[config.mk]
export PLATFORM = sky130hd
export DESIGN_NAME = kibq_ctrl
export DESIGN_NICKNAME = d
export VERILOG_FILES = /design/src/sv/kibq_pkg.sv /design/src/sv/kibq_ctrl.sv
export SDC_FILE = /design/constraint.sdc
export NUM_CORES = 1
export LEC_CHECK = 0
export BUFFER_PORTS_ARGS = -buffer_cell sky130_fd_sc_hd__buf_2
export CORE_UTILIZATION = 28
export DETAILED_ROUTE_END_ITERATION = 10
export PLACE_DENSITY_LB_ADDON = 0.3
export SLEW_MARGIN = 20
export SYNTH_ARGS = -nofsm -noshare
export SYNTH_HDL_FRONTEND = slang
export SYNTH_SLANG_ARGS = --single-unit
[constraint.sdc]
create_clock -name clock -period 1.7 [get_ports clock]
set_clock_uncertainty 0.2 [all_clocks]
set_input_delay 0.51 -clock clock [delete_from_list [all_inputs] [get_ports clock]]
set_output_delay 0.51 -clock clock [all_outputs]
set_load 0.02 [all_outputs]
[src/sv/kibq_pkg.sv]
`timescale 1ns / 1ps
package kibq_pkg;

   typedef struct packed {
      logic        mode;
      logic [7:0]  base_char;
      logic        seq_first;
      logic [15:0] base_pos;
   } req_type;

   typedef struct packed {
      logic [15:0] qry_offset;
      logic [15:0] hit_pos;
      logic        run_last;
   } rsp_type;

   localparam logic MODE_INDEX = 1'b0;
   localparam logic MODE_QUERY = 1'b1;

   localparam logic REG_KMER_LEN = 1'b0;
   localparam logic REG_MASK_THR = 1'b1;

   localparam logic [3:0] KMER_LEN_RESET = 4'd8;
   localparam logic [5:0] MASK_THR_RESET = 6'd63;

   localparam logic [5:0] MAX_RESULTS = 6'd63;

   localparam logic [7:0] CHAR_C = 8'h43;
   localparam logic [7:0] CHAR_G = 8'h47;
   localparam logic [7:0] CHAR_T = 8'h54;

   localparam logic [1:0] CODE_A = 2'd0;
   localparam logic [1:0] CODE_C = 2'd1;
   localparam logic [1:0] CODE_G = 2'd2;
   localparam logic [1:0] CODE_T = 2'd3;

   typedef enum logic [4:0] {
      ST_CLEAR  = 5'b00001,
      ST_IDLE   = 5'b00010,
      ST_TUPD   = 5'b00100,
      ST_QCHECK = 5'b01000,
      ST_QWALK  = 5'b10000
   } state_type;

   typedef struct packed {
      logic clear_wr;
      logic accept;
      logic tbl_upd;
      logic walk_start;
      logic walk_emit;
   } cmd_type;

   typedef struct packed {
      logic clear_last;
      logic hit;
      logic walk_more;
   } sts_type;

   function automatic logic [1:0] base_code(input logic [7:0] c);
      logic [1:0] r;
      case (c)
         CHAR_C:  r = CODE_C;
         CHAR_G:  r = CODE_G;
         CHAR_T:  r = CODE_T;
         default: r = CODE_A;
      endcase
      return r;
   endfunction

endpackage

[src/sv/kibq_ctrl.sv]
`timescale 1ns / 1ps
module kibq_ctrl (
   input  logic             clock,
   input  logic             reset,
   input  logic             start,
   input  logic             req_mode,
   input  kibq_pkg::sts_type sts,
   output kibq_pkg::cmd_type cmd,
   output logic             busy
);
   import kibq_pkg::*;

   state_type state_ff, state_in;

   always_ff @(posedge clock) begin
      if (reset) begin
         state_ff <= ST_CLEAR;
      end else begin
         state_ff <= state_in;
      end
   end

   always_comb begin
      state_in = state_ff;
      case (state_ff)
         ST_CLEAR:  if (sts.clear_last) state_in = ST_IDLE;
         ST_IDLE: begin
            if (start) state_in = (req_mode == MODE_QUERY) ? ST_QCHECK : ST_TUPD;
         end
         ST_TUPD:   state_in = ST_IDLE;
         ST_QCHECK: state_in = sts.hit ? ST_QWALK : ST_IDLE;
         ST_QWALK:  if (!sts.walk_more) state_in = ST_IDLE;
         default:   state_in = ST_CLEAR;
      endcase
   end

   always_comb begin
      cmd.clear_wr   = (state_ff == ST_CLEAR);
      cmd.accept     = (state_ff == ST_IDLE) && start;
      cmd.tbl_upd    = (state_ff == ST_TUPD);
      cmd.walk_start = (state_ff == ST_QCHECK);
      cmd.walk_emit  = (state_ff == ST_QWALK);
   end

   assign busy = (state_ff != ST_IDLE);

endmodule

======== Yosys cells after proc, flatten, opt, wreduce, memory -nomap -nowiden ========
Cells that the tools add are included.
Widths: inputs -> output; s select.
operators by class
  add/sub/neg operators ................... 0
  $mul .................................... 0
  div/mod/pow operators ................... 0
  magnitude comparators ................... 0
  eq/ne operators ......................... 9
  shift operators ......................... 0
  muxes and demuxes ....................... 6
  bitwise operators ....................... 0
  reduce and logical (&&, ||, !) cells .... 2
operators with widths
  operator            number
  $pmux 5 s5          1
  $mux 5              4
  $ne 2x2->1 const B  3
  $eq 5x1->1 const B  1
  $eq 5x2->1 const B  1
  $eq 5x3->1 const B  1
  $eq 5x4->1 const B  1
  $eq 5x5->1 const B  1
  $ne 5x2->1 const B  1
  $mux 4              1
  $reduce_and 3->1    1
  $logic_and 1x1->1   1
storage, ports and cells
  bits in registers ....................... 5
  latch bits .............................. 0
  bits in writable memories ............... 0
  bits in read-only memories .............. 0
  output and inout bits ................... 6
  memories kept ........................... 0

======== Depth between registers and ports, before layout ========
Gate-level depths: netlist of run 1.
  depth after elaboration ................. 3
  gate-level depth with buffers ........... 4
  gate-level depth less buffers ........... 3

======== Worst setup path before layout of run 1 ========
Ideal clock, no wire load.
  path kind ............................... flip-flop to output port
  from .................................... register state_ff[3]
  to ...................................... output port cmd[2] (netlist name)
  arrival ................................. 1.046 ns
  data required time ...................... 0.990 ns
  path slack .............................. -0.056 ns
  cell stages (with the launch flop) ...... 5
  cell sequence ........................... dfxtp_1 -> buf_6 -> nor2_2 -> nand2_1 -> nor3_1
RTL lines
  what                    line             source
  start, declared         kibq_ctrl.sv:13  state_type state_ff, state_in;
  start signal, assigned  kibq_ctrl.sv:19  state_ff <= state_in;
  end, declared           kibq_ctrl.sv:8   output kibq_pkg::cmd_type cmd,

==> results of run 1 <==
per-layer routing:
layer	part of all wire, %	track usage (%)	vias up
met2	48	28.2	7
met1	48	19.1	182
li1	-	-	219
met4	0	5.00	0
met5	0	0	-
met3	3.0	4.89	0
placed cells by master (no fill, tap or decap), drive strengths merged, types with 2 or more instances in the layout:
master   n
nor3     3
buf     29
inv      3
nor2     4
nand2    2
nor3b    2
and4b    2
clkbuf   4
dfxtp    5
nor4     3
and3b    3
per-stage QoR:
stage | instances | util, % | total power (W)
after floorplan | 44 | - | 0.000260
final | 87 | 48.5 | 0.000481
after CTS | 87 | 47.7 | 0.000484
after global routing | 87 | 48.5 | 0.000519
after global placement | 79 | 40.3 | 0.000320
after detailed placement | 79 | 40.3 | 0.000319
final cells by class:
| class | instances | area [sq um] |
|---|---|---|
| Tap cell | 15 | 18.8 |
| Multi-Input combinational cell | 31 | 269 |
| Sequential cell | 5 | 114 |
| Fill cell | 139 | 696 |
| Timing Repair Buffer | 29 | 215 |
| Inverter | 3 | 11.3 |
| Clock buffer | 4 | 26.3 |
cell families (layout without fill, tap and decap cells):
family	Yosys count	in the layout	share of synthesized area, %
simple gates	22	22	40.6
buf+inv	8	36	16.1
compound gates	7	7	15.2
flops	5	5	23.9
xor+xnor	2	2	4.18
final timing paths:
| path | endpoint | slack, ps | cells past startpoint |
|---|---|---|---|
| worst max-delay path | cmd[4] | -160 | 3 |
| worst min-delay path | state_ff[2]$_SDFFE_PP0P_ | 240 | 2 |
| worst max register to register | state_ff[1]$_SDFFE_PP0P_ | 190 | 5 |
| worst min register to register | state_ff[1]$_SDFFE_PP0P_ | 510 | 3 |
where the power goes:
part,internal [W],leakage [nW],switching [W],total [W]
Sequential,0.000125,0.0432,0.0000195,0.000145
Clock,0.0000887,0.0150,0.0000481,0.000137
Combinational,0.000117,0.238,0.0000821,0.000199
Total,0.000331,0.297,0.000150,0.000481
timing repair:
action | in CTS | in global routing
pin swaps | 4 | 6
buffers inserted | 4 | 0
gates cloned | 0 | 0
resized for setup | 17 | 3
endpoints found under the setup margin | 6 | 6
==> metrics, run 1 <==
status=finished with violations; failing checks=setup timing; critical path's slowest cell=dfxtp_4; Antenna Cells=0; Tightest Hold Check Type=in -> reg; Core Region=about 1400 sq um; Largest register FFs=5; total track usage=16.3%; DP Worst Slack=-1.04 ps; final wirelength=between 1000 and 1500 um; share of the synthesized area in the top cell type=between 20% and 30%; vias in the first global route=just over 400; Die Wd=40.7 um; Synthesized Nets=slightly above 50; global route overflow=0; Power Dens Cells=between 700 and 800 nW/um^2; Core Rows=13; async set-or-reset flop fraction in the synthesized netlist=0%; DRT iter0 DRCs=7; final-report max-slew violation count=0; warnings from Yosys=0; H-tree depth=1; Hold Startpoint=req_mode; Largest regs=state_ff: 5 flops; Syn Inst Count=44; Final Critical Period=1860 ps; CP bufs+invs=1; WL per Instance=11.9 um; clock sink count=5; crit path DAT=around 1200 ps; Slew HR=approximately 77%; Setup TNS Final=-712 ps; Max Fclk=around 540 MHz; synthesized flop and latch total=5; nets@finish=80; Syn Area/Cell=between 9 and 10 sq um; Post-synth EDFFs=0; CP Capture Type=output pin; Reg clk slew, reported paths=approximately 50 ps; largest net degree at the start of global routing=7; Area Overhead vs Synth=56.1%; Final Cell Area=~650 sq um; Worst-Skew Late Latency=240 ps; initial antenna violation count=0; first-pass GRT wire length=1740 um; Num CTS Buffers=3; Fin. Hold Viols=0; layout cells sized above 1=between 60 and 70%; worst endpoint required time=between 900 and 1000 ps; Critical Path Start Type=flip-flop; Worst path top cell family by delay=simple AND/OR/NAND/NOR gates; Initial Utilization=a little under a third; Antenna Nets Post-Route=0; DRT Pass-1 Iters=3; CP Class=reg -> out; die area=around 1700 sq um; vias per inst=approximately 4.7; CP max stage delay=~370 ps; RSZ-0062 raised after global routing=yes; die height=40.7 um; post-place instance area=around 540 sq um; maximum VDD drop=between 0.0003 and 0.0004 V; CP max FO=6; crit path cell chain=nor3_4, and3b_2, buf_6; max_cap viols=0; dpl hpwl=approximately 770 um; Most flops, register=state_ff; root buf cell=clkbuf_4; number of hold buffers added after CTS=0; crit path launch=state_ff[4]$_SDFFE_PP0P_; Final WS setup=-157 ps; dominant cell type by area after synthesis=dfxtp_1; Port Buffers=12; worst slew pin tran=between 300 and 400 ps; drt drc=0; sequential fraction of the synthesis area=around a quarter; Routability Congestion=approximately 0.76; io pins=13; # setup viols final=6; Max clock buf depth=2; Synth Cell Area=around 420 sq um; Leakage=0.297 nW; DR vias=just over 400; synth top area cells=dfxtp_1 24%, buf_6 13%, nor3_4 7.8%; ys flop type=dfxtp_1; Post-synth top cells=5 x buf_6, 5 x dfxtp_1, 3 x inv_1, 3 x nor2_1, 3 x nor4_1; Yosys cell types=26; Hold WS=around 240 ps; Worst R2R Start=state_ff[3]$_SDFFE_PP0P_; final worst-path cycle share=109%; CTS tree=built
(Power assumes the default switching activity.)
==> inputs of run 2 (changes only) <==
Clock period 1.7 ns to 2.22 ns, I/O delays scaled along.
==> metrics, run 2 (synthesized netlist as in run 1, its figures left out) <==
status=completed; Antenna Cells=0 (unchanged); clock sink count=5 (unchanged); CP Capture Type=output pin; most frequent cells in the layout=12 x buf_2, 4 x dfxtp_1; Die Wd=40.7 um (unchanged); nets@finish=64 (-20%); DRT Pass-1 Iters=2 (-1); first-pass GRT wire length=1080 um (-38%); Leakage=0.204 nW (-31%); die area=1660 sq um (unchanged); Core Rows=13 (unchanged); max_cap viols=0 (unchanged); Routability Congestion=0.629 (-17%); Most flops, register=state_ff; Worst path top cell family by delay=flip-flops; largest net degree at the start of global routing=11 (+4); final wirelength=763 um (-26%); met2 usage=12.7% (-15 points); maximum VDD drop=0.000360 V (+4.8%); Reg2Reg Setup Slack=770 ps (+580 ps); grt met1 use=15.6% (-3.6 points); CTS tree=built; crit path cell chain=nor2_1, and3_1, inv_1, buf_2; Worst-Skew Late Latency=240 ps (about the same); Setup TNS Final=0 ps (+712 ps); Power Dens Cells=657 nW/um^2 (-11%); Reg clk slew, reported paths=40 ps (about the same); Final Critical Period=between 2000 and 2500 ps; crit path DAT=1280 ps (+130 ps); DRT iter0 DRCs=4 (-3); CP max stage delay=530 ps (+160 ps); initial antenna violation count=0 (unchanged); io pins=13 (unchanged); root buf cell=clkbuf_4; worst slew pin tran=376 ps (+39.5 ps); WL per Instance=10.7 um (-9.3%); critical path's slowest cell=dfxtp_1; Max clock buf depth=2 (unchanged); vias per inst=5.01 (+6.9%); final worst-path cycle share=a little over nine tenths; drt drc=0 (unchanged); DR vias=356 (-13%); Max Fclk=~470 MHz; CP Class=reg -> out; dpl hpwl=565 um (-27%); global route overflow=0 (unchanged); most common library cell in the layout ignoring fill and taps=buf_2; fillcell total=148 (+6.5%); Fin. Hold Viols=0 (unchanged); multi-input logic area=251 sq um (-6.5%); Largest register FFs=5 (unchanged); Antenna Nets Post-Route=0 (unchanged); Tightest Hold Check Type=in -> reg; Initial Utilization=31.0% (unchanged); Largest regs=state_ff: 5 flops; # setup viols final=0 (-6); Core Region=1350 sq um (unchanged); Finished Core Util=35.3% (-13 points); worst endpoint required time=1350 ps (+360 ps); Num CTS Buffers=3 (unchanged); Slew HR=74.9% (-2.5 points); total track usage=10.3% (-6.0 points); H-tree depth=1 (unchanged); Port Buffers=12 (unchanged); final-report max-slew violation count=0 (unchanged); Area Overhead vs Synth=13.7%; Reg area=101 sq um (-11%); RSZ-0062 raised after global routing=no; Most Used Layer, Global Route=met1; vias in the first global route=251 (-39%); die height=40.7 um (unchanged); Critical Path Start Type=flip-flop; CP max FO=9 (+3); number of hold buffers added after CTS=0 (unchanged); layout cells sized above 1=46.4% (-22 points); met3 global-route usage=6.52% (+1.6 points); CP bufs+invs=2 (+1)
-- run 2: cell types whose count changed in the layout (fill, tap and decap cells not counted), sizes merged --
cell  before  now
buf       29   13
-- run 2: report_power, final --
group | internal (W) | total (W) | switching, W
Clock | 0.0000679 | 0.000104 | 0.0000360
Sequential | 0.0000978 | 0.000119 | 0.0000212
Combinational | 0.0000477 | 0.0000906 | 0.0000429
Total | 0.000213 | 0.000313 | 0.000100
-- run 2: final timing paths --
check / from / to / cells past startpoint
setup / recovery: state_ff[4]$_SDFFE_PP0P_ / busy / 4
hold / removal: req_mode / state_ff[2]$_SDFFE_PP0P_ / 2
setup reg to reg: state_ff[0]$_SDFFE_PP1P_ / state_ff[1]$_SDFFE_PP0P_ / 3
hold reg to reg: state_ff[1]$_SDFFE_PP0P_ / state_ff[1]$_SDFFE_PP0P_ / 2
-- run 2: final cells by class --
class                      instances  share of cell area, %
clock buffer                       4                   5.51
inverter                           3                   2.36
multi-input combinational         31                   52.8
sequential                         5                   21.3
tap                               15                   3.94
timing repair buffer              13                   14.2
-- run 2: metal layers --
metal | wire length [um] | share of wire [%]
met5 | 0 | 0
met4 | 0 | 0
met3 | 71 | 9.3
met2 | 302 | 40
met1 | 389 | 51
-- run 2: metrics by stage --
| step | instances | hold WS (ps) | power (W) | setup WS (ps) | instance area, sq um |
|---|---|---|---|---|---|
| finish | 71 | 398 | 0.000313 | 73.7 | 477 |
| floorplan | 44 | 411 | 0.000199 | 308 | 419 |
| global placement | 66 | 462 | 0.000205 | 222 | 442 |
| global route | 71 | 393 | 0.000335 | 7.32 | 477 |
| CTS | 70 | 402 | 0.000313 | 11.0 | 468 |
| detailed placement | 66 | 444 | 0.000206 | 216 | 442 |
-- run 2: worst reg2reg max path, cell delays in order (launching register included) --
cell and delay (ps):
dfxtp_1 540, nor3b_1 310, a21o_1 220, a311oi_2 60
-- run 2: timing repair --
action	in CTS	in global routing
setup endpoints to repair	0	3
resized for setup	0	1
buffers inserted	0	1
==> inputs of run 3 (changes only) <==
Settings changed: ABC_AREA set to 1, CORE_AREA set to 2 2 39 41, CORE_UTILIZATION 28 to not set, DIE_AREA set to 0 0 41 43.
==> metrics, run 3 <==
status=completed; Fin. Hold Viols=0 (unchanged); Syn Inst Count=50 (+14%); Post-synth EDFFs=0 (unchanged); Area Overhead vs Synth=31.7%; Total Power=0.000322 W (+2.9%); Synthesized Nets=57 (+12%); Port Buffers=12 (unchanged); root buf cell=clkbuf_4; sequential fraction of the synthesis area=29.9% (+6.0 points); CP max FO=6 (-3); Comb pwr share=32.0% (+3.1 points); RSZ-0062 raised after global routing=no; Reg clk slew, reported paths=40 ps (about the same); Core Region=1380 sq um (+2.5%); H-tree depth=1 (unchanged); Sequential Power Share=35.3% (-2.7 points); Synth Cell Area=335 sq um (-20%); Antenna Cells=0 (unchanged); Final Critical Period=2060 ps (-82.9 ps); Worst-Skew Late Latency=240 ps (about the same); die area=1760 sq um (+6.5%); maximum VDD drop=0.000306 V (-15%); DRT iter0 DRCs=9 (+5); dpl hpwl=599 um (+6.0%); switch share=35.9% (+4.0 points); nets@finish=74 (+16%); ys flop type=dfxtp_1; number of hold buffers added after CTS=0 (unchanged); DRT Pass-1 Iters=4 (+2); total track usage=10.8% (+0.44 points); Largest regs=state_ff: 5 flops; Power Dens Cells=730 nW/um^2 (+11%); CP Class=reg -> out; dominant cell type by area after synthesis=dfxtp_1; final wirelength=724 um (-5.1%); warnings from Yosys=0 (unchanged); layout cells sized above 1=31.8% (-15 points); final-report max-slew violation count=0 (unchanged); Largest register FFs=5 (unchanged); Slew HR=83.3% (+8.4 points); die height=43 um (+5.7%); P_sw=0.000116 W (+16%); crit path DAT=1200 ps (-80 ps); Max clock buf depth=2 (unchanged); Core Rows=14 (+1); initial antenna violation count=0 (unchanged); largest net degree at the start of global routing=9 (-2); final worst-path cycle share=92.9% (-3.7 points); worst endpoint required time=1350 ps (about the same); vias in the first global route=325 (+29%); fillcell total=163 (+10%); CP Capture Type=output pin; post-CTS setup buffers=0 (unchanged); io pins=13 (unchanged); synth top area cells=dfxtp_1 30%, inv_1 12%, nand4_1 11%; vias per inst=4.45 (-11%); Antenna Nets Post-Route=0 (unchanged); count leader, synth=inv_1; worst slew pin tran=250 ps (-127 ps); Leakage=0.235 nW (+15%); clock sink count=5 (unchanged); Finished Core Util=31.9% (-3.4 points); Tightest Hold Check Type=reg -> reg; Post-synth top cells=11 x inv_1, 7 x nor2_1, 6 x nand2_1, 6 x nand3_1, 6 x nand4_1; Most flops, register=state_ff; first-pass GRT wire length=1280 um (+18%); Critical Path Start Type=flip-flop; Max Fclk=485 MHz (+4.0%); clock share of power=32.7% (-0.4 points); most common library cell in the layout ignoring fill and taps=buf_2; Num CTS Buffers=3 (unchanged); share of the synthesized area in the top cell type=29.9% (+6.0 points); Initial Utilization=24.2% (-6.8 points); Setup TNS Final=0 ps (unchanged); # setup viols final=0 (unchanged); most frequent cells in the layout=12 x buf_2, 11 x inv_1, 7 x nor2_1; synthesized flop and latch total=5 (unchanged); global route overflow=0 (unchanged); WL per Instance=8.83 um (-18%); internal power=0.000207 W (-3.2%); Syn Area/Cell=6.71 sq um (-30%); Routability Congestion=0.636 (+1.1%); async set-or-reset flop fraction in the synthesized netlist=0% (unchanged); Yosys cell types=14 (-46%); CTS tree=built; max_cap viols=0 (unchanged); Die Wd=41 um (+0.76%); DR vias=365 (+2.5%); drt drc=0 (unchanged); number of gates resized after cts=0 (unchanged)
==> run 3: changes by cell type after synthesis, moves of 2 or more <==
| cell | change |
|---|---|
| and3b_2 | -2 |
| nand2_1 | +4 |
| nor2_1 | +4 |
| inv_1 | +8 |
| nor3_4 | -2 |
| nand3_1 | +5 |
| nor3b_1 | -2 |
| nand4_1 | +5 |
| buf_6 | -5 |
| nor4_1 | -3 |
==> run 3: cell type report <==
cell class / instances / area [sq um] / area share [%]
clock buffers: 4 / 26.3 / 5.95
inverters: 11 / 41.3 / 9.35
multi-input cells: 34 / 194 / 43.9
flip-flops and latches: 5 / 100 / 22.7
well taps: 16 / 20.0 / 4.53
repair buffers: 12 / 60.1 / 13.6
==> run 3: kinds of logic after synthesis <==
kind of cell | after synthesis | synth area share, %
simple gates | 33 | 56.3
compound gates | 1 | 1.49
buf+inv | 11 | 12.3
flops | 5 | 29.9
==> run 3: metrics by stage <==
stage / cell area (sq um) / instances / hold WS, ps / setup slack, ps
final: 442 / 82 / 382 / 157
after global routing: 442 / 82 / 432 / 48.1
after global placement: 415 / 78 / 385 / 339
after detailed placement: 415 / 78 / 383 / 333
after CTS: 442 / 82 / 388 / 144
after floorplan: 335 / 50 / 338 / 364
==> run 3: final timing paths <==
path                                                from                  endpoint  slack, ps  depth (start not counted)
worst max register to register  state_ff[4]$_SDFFE_PP0P_  state_ff[1]$_SDFFE_PP0P_        890                          5
worst max-delay path            state_ff[1]$_SDFFE_PP0P_                    cmd[1]        160                          4
worst min-delay path            state_ff[1]$_SDFFE_PP0P_  state_ff[3]$_SDFFE_PP0P_        380                          2
worst min register to register  state_ff[1]$_SDFFE_PP0P_  state_ff[3]$_SDFFE_PP0P_        380                          2
==> run 3: per-layer routing <==
metal	global-route usage, %	vias up	routed length (um)
li1	-	198	-
met1	13.2	156	337
met2	15.0	9	327
met3	3.14	2	42
met4	8.00	0	17
met5	0	-	0
==> run 3: power by group through the flow <==
| stage | Sequential, W | Clock [W] | Combinational (W) |
|---|---|---|---|
| after floorplan | 0.000113 | 0 | 0.0000780 |
| after global placement | 0.000115 | 0 | 0.000105 |
| after detailed placement | 0.000115 | 0 | 0.000104 |
| after CTS | 0.000114 | 0.000108 | 0.000104 |
| after global routing | 0.000115 | 0.000116 | 0.000119 |
| final | 0.000114 | 0.000106 | 0.000103 |
==> run 3: critical path, stage by stage (launching register included) <==
cell,delay (ps)
dfxtp_1,370
nor2_2,220
nand3_1,130
inv_1,80
buf_2,160
